## src/sv/swld_pkg.sv

```systemverilog
`timescale 1ns / 1ps
// ----------------------------------------------------------------------------
// swld_pkg: shared types and constants for the sync word line deframer
// Phase encoding, result kinds, sync bytes and the result record.
// ----------------------------------------------------------------------------
package swld_pkg;

  localparam logic [7:0] SYNC_FIRST  = 8'h55;
  localparam logic [7:0] SYNC_SECOND = 8'hAA;

  localparam logic [11:0] LINE_WIDTH_RST   = 12'd752;
  localparam logic [11:0] FRAME_HEIGHT_RST = 12'd480;

  localparam int unsigned COORD_W = 12;

  typedef enum logic [0:0] {
    REG_LINE_WIDTH   = 1'b0,
    REG_FRAME_HEIGHT = 1'b1
  } reg_idx_t;

  typedef enum logic [5:0] {
    PH_HUNT   = 6'b000001,
    PH_ARMED  = 6'b000010,
    PH_ROW_HI = 6'b000100,
    PH_ROW_LO = 6'b001000,
    PH_PIXELS = 6'b010000,
    PH_SKIP   = 6'b100000
  } phase_t;

  typedef enum logic [1:0] {
    KIND_PIXEL     = 2'd0,
    KIND_PIXEL_EOF = 2'd1,
    KIND_FRAME_END = 2'd2,
    KIND_BAD_ROW   = 2'd3
  } kind_t;

  typedef struct packed {
    kind_t              kind;
    logic [7:0]         pixel;
    logic [COORD_W-1:0] row;
    logic [COORD_W-1:0] column;
  } result_t;

endpackage

```

## src/sv/swld_core.sv

```systemverilog
`timescale 1ns / 1ps
// ----------------------------------------------------------------------------
// swld_core: line deframing state machine
// Holds config and deframe state; decodes one byte per accepted transaction.
// ----------------------------------------------------------------------------
module swld_core #(
  parameter int unsigned MAX_LINE_WIDTH = 4095
) (
  input  logic                  clk,
  input  logic                  rst_n,
  input  logic                  cfg_wr_en,
  input  logic [0:0]            cfg_addr,
  input  logic [11:0]           cfg_wdata,
  input  logic                  byte_en,
  input  logic [7:0]            byte_in,
  output logic                  res_valid,
  output swld_pkg::result_t     res
);

  localparam int unsigned WCAP_INT = (MAX_LINE_WIDTH > 4095) ? 4095 : MAX_LINE_WIDTH;
  localparam logic [11:0] WCAP     = 12'(WCAP_INT);

  logic [11:0]      line_width_r, frame_height_r;
  swld_pkg::phase_t phase_r, phase_nxt;
  logic [7:0]       row_hi_r, row_hi_nxt;
  logic [15:0]      row_num_r, row_num_nxt;
  logic [11:0]      col_r, col_nxt;

  logic [11:0] width;
  logic [15:0] new_row;
  logic [16:0] fh_plus2;
  logic        hdr_bad, hdr_last, hdr_skip, pix_end, pix_last, skip_end;

  function automatic logic [11:0] sat_row(input logic [15:0] r);
    sat_row = (r > 16'd4095) ? 12'hFFF : r[11:0];
  endfunction

  always_ff @(posedge clk) begin
    if (!rst_n) begin
      line_width_r   <= swld_pkg::LINE_WIDTH_RST;
      frame_height_r <= swld_pkg::FRAME_HEIGHT_RST;
    end else if (cfg_wr_en) begin
      case (swld_pkg::reg_idx_t'(cfg_addr))
        swld_pkg::REG_LINE_WIDTH:   line_width_r   <= cfg_wdata;
        swld_pkg::REG_FRAME_HEIGHT: frame_height_r <= cfg_wdata;
        default: ;
      endcase
    end
  end

  assign width    = (line_width_r > WCAP) ? WCAP : line_width_r;
  assign new_row  = {row_hi_r, byte_in};
  assign fh_plus2 = {5'd0, frame_height_r} + 17'd2;
  assign hdr_bad  = {1'b0, new_row} > fh_plus2;
  assign hdr_last = ({1'b0, new_row} + 17'd1) >= {5'd0, frame_height_r};
  assign hdr_skip = new_row >= {4'd0, frame_height_r};
  assign pix_end  = ({1'b0, col_r} + 13'd1) >= {1'b0, width};
  assign pix_last = ({1'b0, row_num_r} + 17'd1) >= {5'd0, frame_height_r};
  assign skip_end = pix_end;

  always_comb begin
    phase_nxt  = phase_r;
    row_hi_nxt = row_hi_r;
    row_num_nxt = row_num_r;
    col_nxt    = col_r;
    res_valid  = 1'b0;
    res.kind   = swld_pkg::KIND_PIXEL;
    res.pixel  = 8'd0;
    res.row    = sat_row(row_num_r);
    res.column = 12'd0;
    case (phase_r)
      swld_pkg::PH_HUNT, swld_pkg::PH_ARMED: begin
        if (byte_in == swld_pkg::SYNC_FIRST) begin
          phase_nxt = swld_pkg::PH_ARMED;
        end else if (phase_r == swld_pkg::PH_ARMED && byte_in == swld_pkg::SYNC_SECOND) begin
          phase_nxt = swld_pkg::PH_ROW_HI;
        end else begin
          phase_nxt = swld_pkg::PH_HUNT;
        end
      end
      swld_pkg::PH_ROW_HI: begin
        row_hi_nxt = byte_in;
        phase_nxt  = swld_pkg::PH_ROW_LO;
      end
      swld_pkg::PH_ROW_LO: begin
        row_num_nxt = new_row;
        col_nxt     = 12'd0;
        res.row     = sat_row(new_row);
        if (hdr_bad) begin
          phase_nxt = swld_pkg::PH_HUNT;
          res_valid = 1'b1;
          res.kind  = swld_pkg::KIND_BAD_ROW;
        end else if (width == 12'd0) begin
          phase_nxt = swld_pkg::PH_HUNT;
          res_valid = hdr_last;
          res.kind  = swld_pkg::KIND_FRAME_END;
        end else if (hdr_skip) begin
          phase_nxt = swld_pkg::PH_SKIP;
          res_valid = 1'b1;
          res.kind  = swld_pkg::KIND_FRAME_END;
        end else begin
          phase_nxt = swld_pkg::PH_PIXELS;
        end
      end
      swld_pkg::PH_PIXELS: begin
        res_valid  = 1'b1;
        res.pixel  = byte_in;
        res.column = col_r;
        col_nxt    = col_r + 12'd1;
        if (pix_end) begin
          phase_nxt = swld_pkg::PH_HUNT;
          if (pix_last) begin
            res.kind = swld_pkg::KIND_PIXEL_EOF;
          end
        end
      end
      swld_pkg::PH_SKIP: begin
        col_nxt = col_r + 12'd1;
        if (skip_end) begin
          phase_nxt = swld_pkg::PH_HUNT;
        end
      end
      default: begin
        phase_nxt = swld_pkg::PH_HUNT;
      end
    endcase
    if (!byte_en) begin
      res_valid = 1'b0;
    end
  end

  always_ff @(posedge clk) begin
    if (!rst_n) begin
      phase_r   <= swld_pkg::PH_HUNT;
      row_hi_r  <= 8'd0;
      row_num_r <= 16'd0;
      col_r     <= 12'd0;
    end else if (byte_en) begin
      phase_r   <= phase_nxt;
      row_hi_r  <= row_hi_nxt;
      row_num_r <= row_num_nxt;
      col_r     <= col_nxt;
    end
  end

endmodule

```

## src/sv/swld_out_buf.sv

```systemverilog
`timescale 1ns / 1ps
// ----------------------------------------------------------------------------
// swld_out_buf: two-entry result buffer
// Registers results and takes input during sink stalls while an entry is free.
// ----------------------------------------------------------------------------
module swld_out_buf (
  input  logic              clk,
  input  logic              rst_n,
  input  logic              push,
  input  swld_pkg::result_t push_data,
  output logic              space,
  output logic              out_valid,
  input  logic              out_ready,
  output swld_pkg::result_t out_data
);

  swld_pkg::result_t entry_r [2];
  logic       wr_ptr_r, rd_ptr_r;
  logic [1:0] count_r, count_nxt;
  logic       pop;

  assign out_valid = (count_r != 2'd0);
  assign space     = (count_r != 2'd2);
  assign pop       = out_valid && out_ready;
  assign out_data  = entry_r[rd_ptr_r];

  always_comb begin
    count_nxt = count_r;
    if (push && !pop) begin
      count_nxt = count_r + 2'd1;
    end else if (pop && !push) begin
      count_nxt = count_r - 2'd1;
    end
  end

  always_ff @(posedge clk) begin
    if (push) begin
      entry_r[wr_ptr_r] <= push_data;
    end
  end

  always_ff @(posedge clk) begin
    if (!rst_n) begin
      wr_ptr_r <= 1'b0;
      rd_ptr_r <= 1'b0;
      count_r  <= 2'd0;
    end else begin
      if (push) begin
        wr_ptr_r <= ~wr_ptr_r;
      end
      if (pop) begin
        rd_ptr_r <= ~rd_ptr_r;
      end
      count_r <= count_nxt;
    end
  end

endmodule

```

## src/sv/sync_word_line_deframer.sv

```systemverilog
`timescale 1ns / 1ps
// ----------------------------------------------------------------------------
// sync_word_line_deframer: camera byte stream line deframer
// Finds 0x55 0xAA sync, reads a 16-bit big-endian row and the line's pixels.
// ----------------------------------------------------------------------------
// Usage:
//   in_*  : one raw byte per transaction (valid/ready).
//   out_* : zero or one result per input byte: pixel with row and column,
//           end-of-frame pixel, frame end without pixel, or bad row header.
//   cfg_* : line_width (index 0) and frame_height (index 1), written while
//           the block is idle; one write per cycle, no read-back.
// Throughput: one byte per cycle while in_ready is high. Each byte is decoded
//   in the cycle it is accepted and its result is registered in a two-entry
//   output buffer, which presents results on out_* in order.
// Stall: in_ready drops only when both buffer entries hold results the sink
//   has not taken; bytes that give no result still need a free entry.
// Reset: synchronous, active low; hunting for sync, buffer empty,
//   line_width 752, frame_height 480.
// ----------------------------------------------------------------------------
module sync_word_line_deframer #(
  parameter int unsigned MAX_LINE_WIDTH = 4095
) (
  input  logic        clk,
  input  logic        rst_n,
  input  logic        in_valid,
  output logic        in_ready,
  input  logic [7:0]  in_byte_in,
  output logic        out_valid,
  input  logic        out_ready,
  output logic [1:0]  out_kind,
  output logic [7:0]  out_pixel,
  output logic [11:0] out_row,
  output logic [11:0] out_column,
  input  logic        cfg_wr_en,
  input  logic [0:0]  cfg_addr,
  input  logic [11:0] cfg_wdata
);

  logic              in_fire;
  logic              res_valid;
  swld_pkg::result_t res;
  swld_pkg::result_t out_data;

  assign in_fire = in_valid && in_ready;

  swld_core #(
    .MAX_LINE_WIDTH(MAX_LINE_WIDTH)
  ) u_core (
    .clk      (clk),
    .rst_n    (rst_n),
    .cfg_wr_en(cfg_wr_en),
    .cfg_addr (cfg_addr),
    .cfg_wdata(cfg_wdata),
    .byte_en  (in_fire),
    .byte_in  (in_byte_in),
    .res_valid(res_valid),
    .res      (res)
  );

  swld_out_buf u_out_buf (
    .clk      (clk),
    .rst_n    (rst_n),
    .push     (res_valid),
    .push_data(res),
    .space    (in_ready),
    .out_valid(out_valid),
    .out_ready(out_ready),
    .out_data (out_data)
  );

  assign out_kind   = out_data.kind;
  assign out_pixel  = out_data.pixel;
  assign out_row    = out_data.row;
  assign out_column = out_data.column;

endmodule
```

## config.mk

```make
export PLATFORM = sky130hd
export DESIGN_NAME = sync_word_line_deframer
export DESIGN_NICKNAME = d
export VERILOG_FILES = /design/src/sv/swld_pkg.sv /design/src/sv/swld_core.sv /design/src/sv/swld_out_buf.sv /design/src/sv/sync_word_line_deframer.sv
export SDC_FILE = /design/constraint.sdc
export NUM_CORES = 1
export LEC_CHECK = 0
export BUFFER_PORTS_ARGS = -buffer_cell sky130_fd_sc_hd__buf_2
export CAP_MARGIN = 40
export CORE_MARGIN = 2
export CORE_UTILIZATION = 45
export CTS_CLUSTER_SIZE = 30
export DETAILED_ROUTE_END_ITERATION = 12
export GPL_ROUTABILITY_DRIVEN = 0
export PLACE_DENSITY_LB_ADDON = 0.12
export SYNTH_ARGS = -nofsm -noshare
export SYNTH_HDL_FRONTEND = slang
export SYNTH_HIERARCHICAL = 1
export SYNTH_SLANG_ARGS = --single-unit
```

## constraint.sdc

```tcl
create_clock -name clk -period 8.7 [get_ports clk]
set_input_delay 1.74 -clock clk [delete_from_list [all_inputs] [get_ports clk]]
set_output_delay 1.74 -clock clk [all_outputs]
set_load 0.05 [all_outputs]
```

# == Word-level counts from Yosys, hierarchy flattened ==
# Memories as Yosys holds them, arrays and structs flattened. A register that Yosys moved wholly into a read port is not among the register bits.
# Cells that the tools add are included.
# totals
mem_bits_rw,68
regBits,70
word_cells,88
mem_count,1
# memory_table
name,words,width,read_ports,rd_ports_with_merged_regs,wr,line_no,rtl
u_out_buf.entry_r,2,34,1,1,1,swld_out_buf.sv:17,swld_pkg::result_t entry_r [2];
# op_classes
n_mux,31
bitwise,3
n_eq_ne,10
n_addsub,7
n_reduce_logical,19
n_lt_le_gt_ge,8
# ops
operator,n
12-bit two-way mux,5
"16-bit by 1-bit adder with 17-bit output, second input constant",2
17-bit by 12-bit greater-or-equal comparator with 1-bit output,2
"16-bit by 12-bit > comparator with 1-bit output, second input constant",2
6-bit two-way mux,5
12-bit case mux with 2 select lines,1
6-bit case mux with 4 select lines,1
16-bit by 17-bit > comparator with 1-bit output,1
16-bit by 12-bit greater-or-equal comparator with 1-bit output,1
"12-bit by 1-bit adder with 13-bit output, second input constant",1
"12-bit by 2-bit adder with 13-bit output, second input constant",1
13-bit by 12-bit greater-or-equal comparator with 1-bit output,1
"12-bit by 1-bit adder with 12-bit output, second input constant",1
"12-bit > comparator, second input constant",1
12-bit zero test,1
2-bit AND reduction,6
1-bit two-way mux,10
2-bit two-way mux,5
"8-bit by 7-bit equality test with 1-bit output, second input constant",1
"8-bit equality test, second input constant",1
8-bit two-way mux,1
"6-bit by 1-bit equality test with 1-bit output, second input constant",1
"6-bit by 2-bit equality test with 1-bit output, second input constant",1
"6-bit by 3-bit equality test with 1-bit output, second input constant",1
other kinds (15),25

# == Longest topological paths before layout ==
# Gate-level depths: netlist of the first run.
# depth
depth_word,11
mapped_depth,17
depth_no_buf,17

# == By module ==
# Netlist of the first run, hierarchy kept.
# by_module_without_submodules
module,area_each_um2,seq_area_each_um2,cells_per_inst,instances
swld_core,5144.9,1321.3,650,1
swld_out_buf,2672.6,2142.1,128,1
sync_word_line_deframer,6.3,0.0,1,1

# == Least setup slack after synthesis of the first run ==
# No wires, ideal clock.
# synth_path
path_type,input to register
from,input in_byte_in[5]
to,memory u_out_buf/entry_r[0][0] (netlist name) (enable)
n_path_buf,1
required_ps,8270
stages,11
arrival_time_ps,5015
path_slack_ps,3254
setup_time_ps,430
path_cell_list,clkbuf_1 -> and3_1 -> nand3_1 -> nor2_1 -> xor2_1 -> ha_1 -> and4_1 -> o2111ai_1 -> nand4_1 -> o221a_1 -> nor2b_1
# synth_via
elab_chain_len,8
elab_cells_between_ends,11
# synth_lines
item,line_no,rtl
"start, declared",sync_word_line_deframer.sv:27,"input logic [7:0] in_byte_in,"
16-bit by 1-bit adder with 17-bit output or 16-bit by 12-bit greater-or-equal comparator with 1-bit output (tied branches),"swld_core.sv:55, swld_core.sv:56",
17-bit by 12-bit greater-or-equal comparator with 1-bit output or 1-bit two-way mux (tied branches),"swld_core.sv:55, swld_core.sv:97",
1-bit two-way mux,swld_core.sv:93,end else if (width == 12'd0) begin
1-bit two-way mux *,swld_core.sv:89,if (hdr_bad) begin
1-bit case mux with 2 select lines *,swld_core.sv:71,case (phase_r)
1-bit two-way mux *,swld_core.sv:127,if (!byte_en) begin
named net res_valid,sync_word_line_deframer.sv:40,logic res_valid;
1-bit two-way mux *,swld_out_buf.sv:37,if (push) begin
1-bit two-way mux (not written as such) *,swld_out_buf.sv:38,entry_r[wr_ptr_r] <= push_data;
"end, declared",swld_out_buf.sv:17,
# Mark *: on every way through the listed nets, which the timed path passes. The rest lies on a longest branch.

# == Worst setup path after layout of the first run ==
# layout_path
from,input in_byte_in[1]
to,memory u_out_buf/entry_r[0][7] (netlist name) (enable)
# The elaborated chain is that of the path after synthesis.

==> summary.md, run 1 <==
| Metric | Value |
|---|---|
| Run status | `complete, no violations` |
| Clk_lat worst skew | `0.42 ns` |
| Slew Limit Fails | `0` |
| Fin crit period | `a little under 5 ns` |
| Non-Filler Instances | `about 1100` |
| # fillers | `1562` |
| Largest net degree at the start of global routing | `43` |
| Dominant synthesized flop cell | `dfxtp_1` |
| Clock slew at reported path FFs | `approximately 0.06 ns` |
| Hold violation total from the final report | `0` |
| Power per Cell Area | `around 180 nW/um2` |
| TritonRoute pass-1 iters | `5` |
| Cell Rows | `48` |
| Share of cells above drive strength 1 | `0.138` |
| Area added between synthesis and finish | `14.5%` |
| Slew HR | `0.455` |
| CTS tree | `built` |
| Chip height | `between 100 and 150 um` |
| Io pins | `between 60 and 70` |
| Routed Antenna Nets | `0` |
| Root buffer cell | `clkbuf_16` |
| Tot Pwr | `roughly 1.6 mW` |
| Total CTS buffers | `17` |
| Worst Max-Slew Pin Slew | `between 0.8 and 0.9 ns` |
| CTS Hold Bufs | `0` |
| Post-synth top area share | `0.261` |
| Synth Cell Area | `7820 um2` |
| Nets | `~900` |
| Largest delay share family, worst path | `simple AND/OR/NAND/NOR gates` |
| Total number of vias | `around 6100` |
| Clock sink count | `around 140` |
| Seq. cell area | `between 3000 and 4000 um2` |
| VDD IR max | `roughly 120 uV` |
| GRT Util Overall | `0.221` |
| Synth area leaders | `edfxtp_1, dfxtp_1, ha_1` |
| Mean Syn Cell Area | `10.0 um2` |
| Die area | `18500 um2` |
| FF+latch count, synth | `roughly 140` |
| HPWL after DPL | `14.1 mm` |
| Synth top cells by count | `nand2_1, dfxtp_1, edfxtp_1, ha_1, a21oi_1` |
| Post-route clock period utilization | `0.560` |
| Worst path bufs/invs | `2` |
| Worst path cell trace | `buf_2 > ha_1 > nand3_1 > nor2_1 > nand4_1 > xnor2_1 > ha_1 > and4_1 > o2111ai_1 > nand4_1 > o221a_1 > nor2b_2 > buf_4` |
| CP Launch Type | `primary input` |
| CP peak stage delay | `0.58 ns` |
| Worst Path Required | `8.79 ns` |
| CP arrival | `around 5.0 ns` |
| Worst Skew | `0.00638 ns` |
| Post-synth ARST share | `0` |
| Largest area contributor in the netlist | `edfxtp_1` |
| RSZ-0062 raised after global routing | `false` |
| Number of global-route vias before repair | `around 6000` |
| Die span in x | `around 140 um` |
| Finish-stage setup viols | `0` |
| Initial Utilization | `0.457` |
| Min-Delay Path Class | `reg2reg` |
| Mapped Cells | `~780` |
| Number of gates resized after CTS | `0` |
| Per-cell routed wire length | `~18 um` |
| Global-route wire length before repair | `roughly 31 mm` |
| CP Capture Type | `flop` |
| Core area | `17100 um2` |
| Achievable Freq | `a little over 200 MHz` |
| DRC violations left | `0` |
| Crit Path Class | `in2reg` |
| Slowest CP cell | `nor2b_2` |
| Max-cap viol count | `0` |
| Sequential area share after synthesis | `0.443` |
| Leak pwr | `between 3 and 4 nW` |
| Synth cell types | `65` |
| CTS H-Tree Depth | `4` |
| Count of input and output buffers | `61` |
| Initial DRC count | `roughly 490` |
| Top-count cell post-synth | `nand2_1` |
| Final WL | `a little under 20 mm` |
| YS warnings | `6` |
| Number of synthesized flops with an enable pin | `68` |
| Via-per-instance ratio | `approximately 5.7` |
| Antenna diode count | `0` |
| Crit path max fanout | `23` |
| Post-CTS setup repair buffer count | `0` |
| Overflow after GRT | `0` |
| Dpl cells | `1033` |
| CTS max path bufs | `2` |
| Syn nets | `872` |
| Multi-input gate area | `between 4000 and 5000 um2` |
| Initial antenna violation count | `0` |
| Setup TNS | `0 ns` |
-- metrics by stage --
| stage | cell area (um2) | utilization | setup slack, ns | hold slack, ns |
|---|---|---|---|---|
| finish | 8960 | 0.523 | 3.83 | 0.459 |
| global route | 8960 | 0.523 | 3.67 | 0.482 |
| CTS | 8960 | 0.523 | 3.88 | 0.455 |
| detailed placement | 8310 | 0.486 | 3.44 | 0.448 |
| global placement | 8270 | 0.483 | 3.62 | 0.444 |
| floorplan | 7820 | - | 3.25 | 0.431 |
-- final timing paths --
| check | slack (ns) | startpoint | cells past startpoint | to |
|---|---|---|---|---|
| setup / recovery | 3.83 | in_byte_in[1] | 13 | u_out_buf/entry_r[0][7]$_DFFE_PP_ |
| hold / removal | 0.46 | u_core/row_num_r[14]$_SDFFE_PN0P_ | 2 | u_core/row_num_r[14]$_SDFFE_PN0P_ |
| setup reg to reg | 4.13 | u_core/frame_height_r[3]$_SDFFE_PN0P_ | 14 | u_out_buf/entry_r[0][7]$_DFFE_PP_ |
| hold reg to reg | 0.46 | u_core/row_num_r[14]$_SDFFE_PN0P_ | 2 | u_core/row_num_r[14]$_SDFFE_PN0P_ |
-- worst register-to-register path, stage by stage, from the launching register on --
cell      delay [ns]
dfxtp_1         0.46
nand3_1         0.13
nor2_1          0.22
nand2_1         0.09
nor3_1          0.30
nand3_1         0.14
xnor2_1         0.15
ha_1            0.30
o21ai_0         0.10
o21ai_0         0.27
o221ai_1        0.21
o21ai_0         0.49
o221a_1         0.38
nor2b_2         0.58
buf_4           0.42
-- cell families after synthesis --
family,share of synthesized area
simple gates,0.176
compound gates,0.130
buf+inv,0.0376
xor+xnor,0.0493
flops,0.443
fa+ha+maj,0.107
mux,0.0579
-- final cells by class --
cell class,count,area share
clock inverter,13,0.0239
tap,225,0.0314
sequential,139,0.387
clock buffer,19,0.0483
timing repair buffer,69,0.0426
multi-input combinational,569,0.454
inverter,31,0.0130
-- cells in the final DEF (no fill, tap or decap), drive strengths merged, types with 3 or more instances in the layout --
cell type / count
o21a: 4
a21o: 4
nand2: 80
ha: 67
buf: 69
edfxtp: 68
and4: 4
a21oi: 55
and2: 26
nor2b: 9
a22oi: 4
mux2: 34
o21ai: 26
clkbuf: 19
nor3: 9
clkinv: 3
xor2: 14
dfxtp: 71
or3: 7
a32o: 3
xnor2: 30
nand3: 38
o2111ai: 5
nor2: 45
o211ai: 15
o22a: 12
inv: 34
nand4: 17
nor4bb: 3
and3: 6
bufinv: 5
nor4: 11
a211oi: 8
mux2i: 7
nand2b: 4
-- where the power goes --
group,switching (mW),total [mW],internal [mW]
combinational,0.0556,0.0891,0.0334
clock,0.283,0.794,0.512
sequential,0.00541,0.691,0.686
-- registers in the layout, indices dropped and copies added (netlist names), named ones only --
signal                 flops
u_out_buf/entry_r         68
u_core/row_num_r          16
u_core/col_r              12
u_core/frame_height_r     12
u_core/line_width_r       12
u_core/row_hi_r            8
u_core/phase_r             6
u_out_buf/count_r          2
u_out_buf/rd_ptr_r         1
u_out_buf/wr_ptr_r         1
-- layer usage --
layer | vias up | routed length, um | global-route usage
li1 | 2947 | - | -
met1 | 2923 | 9230 | 0.308
met2 | 196 | 8610 | 0.342
met3 | 27 | 1190 | 0.0433
met4 | 0 | 320 | 0.0781
met5 | - | 0 | 0
Power figures use the tool's default switching activity.
==> run 2, diff against run 1 <==
ABC_AREA = 1   (was default)
clock period = 3.9 ns   (was 8.7 ns; I/O delays follow)
==> run 2 against run 1 <==
Clock skew grew 0.0042 ns. Hold slack improved by 0.032 ns. Clock power rose by 99%. Synthesized cell count increased by 18%. Via count about the same. Worst setup slack worse by 3.4 ns. Global-route usage decreased by 2.2 points. Sequential share of layout area is 0.76 points lower. Non-clock buffer count increased by 5. Cell count is 15% higher.
==> summary.md, run 2 <==
| Metric | Value |
|---|---|
| Final instance area | `9140 um2 (+2.0%)` |
| Global-route wire length before repair | `28.6 mm (-8.7%)` |
| Initial Utilization | `0.462 (+0.00514)` |
| Clock sink count | `139 (unchanged)` |
| Via-per-instance ratio | `4.97 (-13%)` |
| Initial antenna violation count | `0 (unchanged)` |
| HPWL after DPL | `13.5 mm (-4.2%)` |
| Sequential area share after synthesis | `0.432 (-0.0110)` |
| Hold violation total from the final report | `0 (unchanged)` |
| Non-Filler Instances | `1226 (+15%)` |
| VDD IR max | `300 uV (+150%)` |
| Achievable Freq | `about 290 MHz` |
| Mean Syn Cell Area | `8.73 um2 (-13%)` |
| Post-synth top area share | `0.255 (-0.00647)` |
| YS warnings | `6 (unchanged)` |
| Largest regs | `u_out_buf/entry_r x68, u_core/row_num_r x16` |
| DP Worst Slack | `0.0720 ns (-3.37 ns)` |
| Max-cap viol count | `0 (unchanged)` |
| FF+latch count, synth | `139 (unchanged)` |
| CTS max path bufs | `2 (unchanged)` |
| CP Capture Type | `flop` |
| Largest area contributor in the netlist | `edfxtp_1` |
| Share of cells above drive strength 1 | `0.161 (+0.0227)` |
| Worst Path Required | `4.01 ns (-4.78 ns)` |
| Die area | `18900 um2 (+2.5%)` |
| Largest net degree at the start of global routing | `34 (-21%)` |
| Crit path max fanout | `14 (-39%)` |
| Commonest non-fill, non-tap cell in the layout | `nand2_1` |
| Number of gates resized after CTS | `0 (unchanged)` |
| Worst Max-Slew Pin Slew | `0.791 ns (-0.0246 ns)` |
| Crit Path Class | `in2reg` |
| Post-route clock period utilization | `0.881` |
| Final WS setup | `0.466 ns (-3.36 ns)` |
| GRT Util Overall | `0.199 (-0.0218)` |
| Final core occ | `0.527 (+0.00328)` |
| Post-synth ARST share | `0 (unchanged)` |
| Fin crit period | `between 3 and 4 ns` |
| Total number of vias | `6090 (-0.049%)` |
| Largest Register | `u_out_buf/entry_r` |
| Overflow after GRT | `0 (unchanged)` |
| Post-CTS setup repair buffer count | `0 (unchanged)` |
| Number of global-route vias before repair | `5488 (-7.9%)` |
| DRC violations left | `0 (unchanged)` |
| Slew Limit Fails | `0 (unchanged)` |
| Power per Cell Area | `397 nW/um2 (+130%)` |
| Leak pwr | `4.16 nW (+13%)` |
| Initial DRC count | `437 (-11%)` |
| CTS H-Tree Depth | `4 (unchanged)` |
| Min-Delay Path Class | `reg2reg` |
| Clk_lat worst skew | `0.42 ns (about the same)` |
| Post-Synth Adder-Cell Area | `0.104 (-0.00266)` |
| Synth top cells by count | `nand2_1, inv_1, nor2_1, a21oi_1, dfxtp_1` |
| Post-synthesis compound-gate area fraction | `0.104 (-0.0257)` |
| CTS tree | `built` |
| Io pins | `62 (unchanged)` |
| Die span in x | `138 um (+1.2%)` |
| Total CTS buffers | `17 (unchanged)` |
| Largest family of logic cells by synthesized area | `simple AND/OR/NAND/NOR gates` |
| Cell Rows | `48 (unchanged)` |
| Mux share of post-synthesis cell area | `0.0618 (+0.00387)` |
| Synth Cell Area | `8020 um2 (+2.5%)` |
| Synth area leaders | `edfxtp_1, dfxtp_1, ha_1` |
| Dpl cells | `1194 (+16%)` |
| Mapped Cells | `919 (+18%)` |
| Dpl cell area | `8560 um2 (+3.0%)` |
| Finish-stage setup viols | `0 (unchanged)` |
| Dominant synthesized flop cell | `dfxtp_1` |
| Number of synthesized flops with an enable pin | `68 (unchanged)` |
| Top-count cell post-synth | `nand2_1` |
| Worst Skew | `0.0106 ns (+0.00424 ns)` |
| CP Launch Type | `primary input` |
| CP arrival | `3.55 ns (-1.41 ns)` |
| Clock slew at reported path FFs | `0.06 ns (about the same)` |
| RSZ-0062 raised after global routing | `false` |
| Setup TNS | `0 ns (unchanged)` |
| Final WL | `18.0 mm (-7.1%)` |
| Per-cell routed wire length | `14.7 um (-19%)` |
| Core area | `17400 um2 (+1.4%)` |
| CTS Hold Bufs | `0 (unchanged)` |
| Routed Antenna Nets | `0 (unchanged)` |
| Root buffer cell | `clkbuf_16` |
| Run status | `complete, no violations` |
| Post-synthesis xor/xnor area fraction | `0.0349 (-0.0143)` |
| Commonest non-fill, non-tap cells in the layout | `nand2_1, inv_1, nor2_1` |
| Simple-Gate Fraction of Synth Area | `0.183 (+0.00734)` |
| Max FFs per register | `68 (unchanged)` |
| Slew HR | `0.468 (+0.0131)` |
| Nets | `1081 (+18%)` |
| Count of input and output buffers | `61 (unchanged)` |
| Antenna diode count | `0 (unchanged)` |
| Syn nets | `1012 (+16%)` |
| TritonRoute pass-1 iters | `5 (unchanged)` |
| Synth cell types | `41 (-37%)` |
| Chip height | `138 um (+1.2%)` |
| Area added between synthesis and finish | `13.9%` |
==> run 2: kinds of logic (layout without fill, tap and decap cells) <==
family	count (synthesis)	in the layout
flip-flops	139	139
buffers and inverters	151	233
AO/OA/AOI/OAI	156	156
XOR/XNOR	32	32
AND/OR/NAND/NOR	340	340
adder cells (fa/ha/maj)	67	67
multiplexers	34	34
==> run 2: per-stage QoR <==
step                      power [mW]  hold WS, ns
after floorplan                 1.98        0.450
after global placement          2.08        0.474
after detailed placement        2.08        0.480
after CTS                       3.66        0.490
after global routing            3.77        0.521
final                           3.63        0.491
==> run 2: worst paths after layout <==
check,startpoint,endpoint,slack [ns],depth (start not counted)
max,in_byte_in[1],u_out_buf/entry_r[0][25]$_DFFE_PP_,0.47,23
min,u_core/phase_r[4]$_SDFFE_PN0P_,u_core/phase_r[4]$_SDFFE_PN0P_,0.49,2
min reg2reg,u_core/phase_r[4]$_SDFFE_PN0P_,u_core/phase_r[4]$_SDFFE_PN0P_,0.49,2
max reg2reg,u_core/frame_height_r[3]$_SDFFE_PN0P_,u_out_buf/entry_r[0][25]$_DFFE_PP_,0.49,19
==> run 2: cell type report <==
type / count / area (um2)
fillers: 1684 / 8220
multi-input cells: 629 / 3930
flip-flops and latches: 139 / 3460
inverters: 127 / 477
clock buffers: 19 / 433
repair buffers: 74 / 415
well taps: 225 / 282
clock inverters: 13 / 145
==> run 2: worst max-delay path: stages <==
cell and delay [ns]:
buf_2 0.14, ha_1 0.19, nand3_1 0.14, nor2_1 0.12, nand2_1 0.08, nor2_1 0.17, xor2_1 0.09, ha_1 0.32
nand2_1 0.05, nor2_1 0.17, nand2_1 0.07, nor2_1 0.10, nor2_1 0.05, nand3_1 0.08, nand2_1 0.06, nand2_1 0.07
nand2_1 0.06, nand3_1 0.07, nand3_1 0.11, nand2_1 0.16, inv_1 0.06, nor2_2 0.13, buf_4 0.24
==> run 2: per-layer routing <==
layer  up-vias  GRT usage  wire [um]
met5         -          0          0
met4         0     0.0515        160
met3        10     0.0386        818
met2       141      0.294       7670
met1      2725      0.298       9340
li1       3214          -          -
==> run 2: where the power goes <==
group / switching, mW / leakage (nW) / total, mW / internal, mW
combinational: 0.311 / 2.69 / 0.477 / 0.166
clock: 0.631 / 0.279 / 1.58 / 0.947
sequential: 0.0286 / 1.20 / 1.57 / 1.54
==> run 3, diff against run 2 <==
REMOVE_ABC_BUFFERS = 1   (was default)
==> run 3 against run 2 <==
Critical path depth fell by 2. Combinational power about the same. Die area stayed put. Hold slack got worse by 0.0016 ns. First-iteration DRC count is 12% lower. Cell count fell by 0.16%. Global-route usage is 0.20 points lower. Total power rose by 0.31%. Critical path type is now reg2reg.
==> summary.md, run 3 (synthesis results as in run 2) <==
| Metric | Value |
|---|---|
| Run status | `complete, no violations` |
| Worst Max-Slew Pin Slew | `0.878 ns (+0.0875 ns)` |
| Crit path max fanout | `5 (-9)` |
| Number of gates resized after CTS | `0 (unchanged)` |
| Die span in x | `138 um (unchanged)` |
| Die area | `18900 um2 (unchanged)` |
| Total number of vias | `6161 (+1.2%)` |
| Count of input and output buffers | `61 (unchanged)` |
| Largest Register | `u_out_buf/entry_r` |
| Initial antenna violation count | `0 (unchanged)` |
| CTS max path bufs | `2 (unchanged)` |
| Routed Antenna Nets | `0 (unchanged)` |
| Clock sink count | `139 (unchanged)` |
| Clk_lat worst skew | `0.42 ns (about the same)` |
| CTS tree | `built` |
| DRC violations left | `0 (unchanged)` |
| Finish-stage setup viols | `0 (unchanged)` |
| Commonest non-fill, non-tap cell in the layout | `nand2_1` |
| Per-cell routed wire length | `14.4 um (-2.1%)` |
| CP Capture Type | `flop` |
| Worst Path Required | `4.25 ns (+0.24 ns)` |
| Crit Path Class | `reg2reg` |
| Leak pwr | `4.16 nW (-0.19%)` |
| Via-per-instance ratio | `5.03 (+1.3%)` |
| Initial Utilization | `0.462 (unchanged)` |
| Slew HR | `0.412 (-0.0556)` |
| Nets | `1079 (-0.19%)` |
| Tot Pwr | `3.64 mW (+0.31%)` |
| Post-CTS setup repair buffer count | `0 (unchanged)` |
| Worst hold margin | `0.489 ns (-0.00164 ns)` |
| Chip height | `138 um (unchanged)` |
| Achievable Freq | `286 MHz (-1.8%)` |
| CP peak stage delay | `0.35 ns (+0.03 ns)` |
| Setup TNS | `0 ns (unchanged)` |
| Clock slew at reported path FFs | `0.06 ns (about the same)` |
| Overflow after GRT | `0 (unchanged)` |
| Commonest non-fill, non-tap cells in the layout | `nand2_1, inv_1, nor2_1` |
| Global-route wire length before repair | `28.4 mm (-0.53%)` |
| RSZ-0062 raised after global routing | `false` |
| Core area | `17400 um2 (unchanged)` |
| Power per Cell Area | `398 nW/um2 (+0.30%)` |
| Area added between synthesis and finish | `14.0% (about the same)` |
| Final core occ | `0.527 (about the same)` |
| Max FFs per register | `68 (unchanged)` |
| Share of cells above drive strength 1 | `0.157 (-0.00368)` |
| Total CTS buffers | `17 (unchanged)` |
| GRT Util Overall | `0.197 (-0.00200)` |
| Post-route clock period utilization | `0.896 (+0.0159)` |
| Hold violation total from the final report | `0 (unchanged)` |
| CP arrival | `3.85 ns (+0.30 ns)` |
| Final WL | `17.6 mm (-2.3%)` |
| Largest regs | `u_out_buf/entry_r x68, u_core/row_num_r x16` |
| Number of global-route vias before repair | `5488 (unchanged)` |
| Fin crit period | `3.50 ns (+0.0619 ns)` |
| Antenna diode count | `0 (unchanged)` |
| TritonRoute pass-1 iters | `5 (unchanged)` |
| Slowest CP cell | `ha_1` |
| CP Launch Type | `flop` |
| HPWL after DPL | `13.2 mm (-2.4%)` |
| Worst path cell trace | `inv_1 > nor3_1 > nand3_1 > nor2_1 > nand2_1 > nor3_1 > nand2_1 > ha_1 > nand3_1 > nor3_1 > nand3_1 > a21oi_1 > nand3_1 > nand3_1 > nand2_1 > ha_1 > inv_1 > nand3_1 > nand2_1 > inv_1 > nor2_1` |
| Worst R2R Setup Slack | `0.40 ns (-0.09 ns)` |
| Io pins | `62 (unchanged)` |
| Worst Skew | `0.0139 ns (+0.00332 ns)` |
| Root buffer cell | `clkbuf_16` |
| VDD IR max | `264 uV (-12%)` |
| CTS Hold Bufs | `0 (unchanged)` |
| Slew Limit Fails | `0 (unchanged)` |
| Min-Delay Path Class | `reg2reg` |
| Initial DRC count | `385 (-12%)` |
| Largest net degree at the start of global routing | `34 (unchanged)` |
| DP Worst Slack | `0.0906 ns (+0.0186 ns)` |
| Cell Rows | `48 (unchanged)` |
| Cell mode on critical path | `nand3_1` |
| Final WS setup | `0.404 ns (-0.0619 ns)` |
| Max-cap viol count | `0 (unchanged)` |
| CTS H-Tree Depth | `4 (unchanged)` |
-- run 3: cell type report --
| type | count | area [um2] |
|---|---|---|
| fill | 1661 | 8210 |
| multi-input combinational | 629 | 3920 |
| sequential | 139 | 3460 |
| inverter | 127 | 477 |
| clock buffer | 19 | 433 |
| timing repair buffer | 72 | 413 |
| tap | 225 | 282 |
| clock inverter | 13 | 154 |
-- run 3: worst paths after layout --
kind	from	endpoint	depth (start not counted)
min	u_core/phase_r[4]$_SDFFE_PN0P_	u_core/phase_r[4]$_SDFFE_PN0P_	2
max	u_core/frame_height_r[2]$_SDFFE_PN0P_	u_out_buf/count_r[1]$_SDFFE_PN0P_	21
min reg2reg	u_core/phase_r[4]$_SDFFE_PN0P_	u_core/phase_r[4]$_SDFFE_PN0P_	2
max reg2reg	u_core/frame_height_r[2]$_SDFFE_PN0P_	u_out_buf/count_r[1]$_SDFFE_PN0P_	21
-- run 3: power by group --
part	switching (mW)	total [mW]	internal [mW]	leakage, nW
combinational	0.313	0.478	0.165	2.68
sequential	0.0272	1.57	1.54	1.20
clock	0.590	1.59	0.998	0.280
total	0.930	3.64	2.71	4.16
-- run 3: critical path, delay by kind of cell, from the launching register on --
family	cells	cell delay, ns
DFF	1	0.33
AOI/OAI and AO/OA	1	0.18
buffers and inverters	3	0.23
adders and majority gates	2	0.65
and+or+nand+nor	15	2.04
-- run 3: stage by stage --
step	instance area (um2)	std cells
2_1_floorplan	7860	895
4_1_cts	9140	1224
6_report	9140	1224
5_1_grt	9140	1224
3_3_place_gp	8560	1192
3_5_place_dp	8560	1192
-- run 3: per-layer routing --
layer / part of all wire / wire length [um] / GRT usage / vias to the layer above
met5: 0 / 0 / 0 / -
li1: - / - / - / 3205
met4: 0.011 / 191 / 0.0687 / 0
met1: 0.52 / 9100 / 0.294 / 2812
met3: 0.049 / 854 / 0.0361 / 14
met2: 0.42 / 7430 / 0.285 / 130
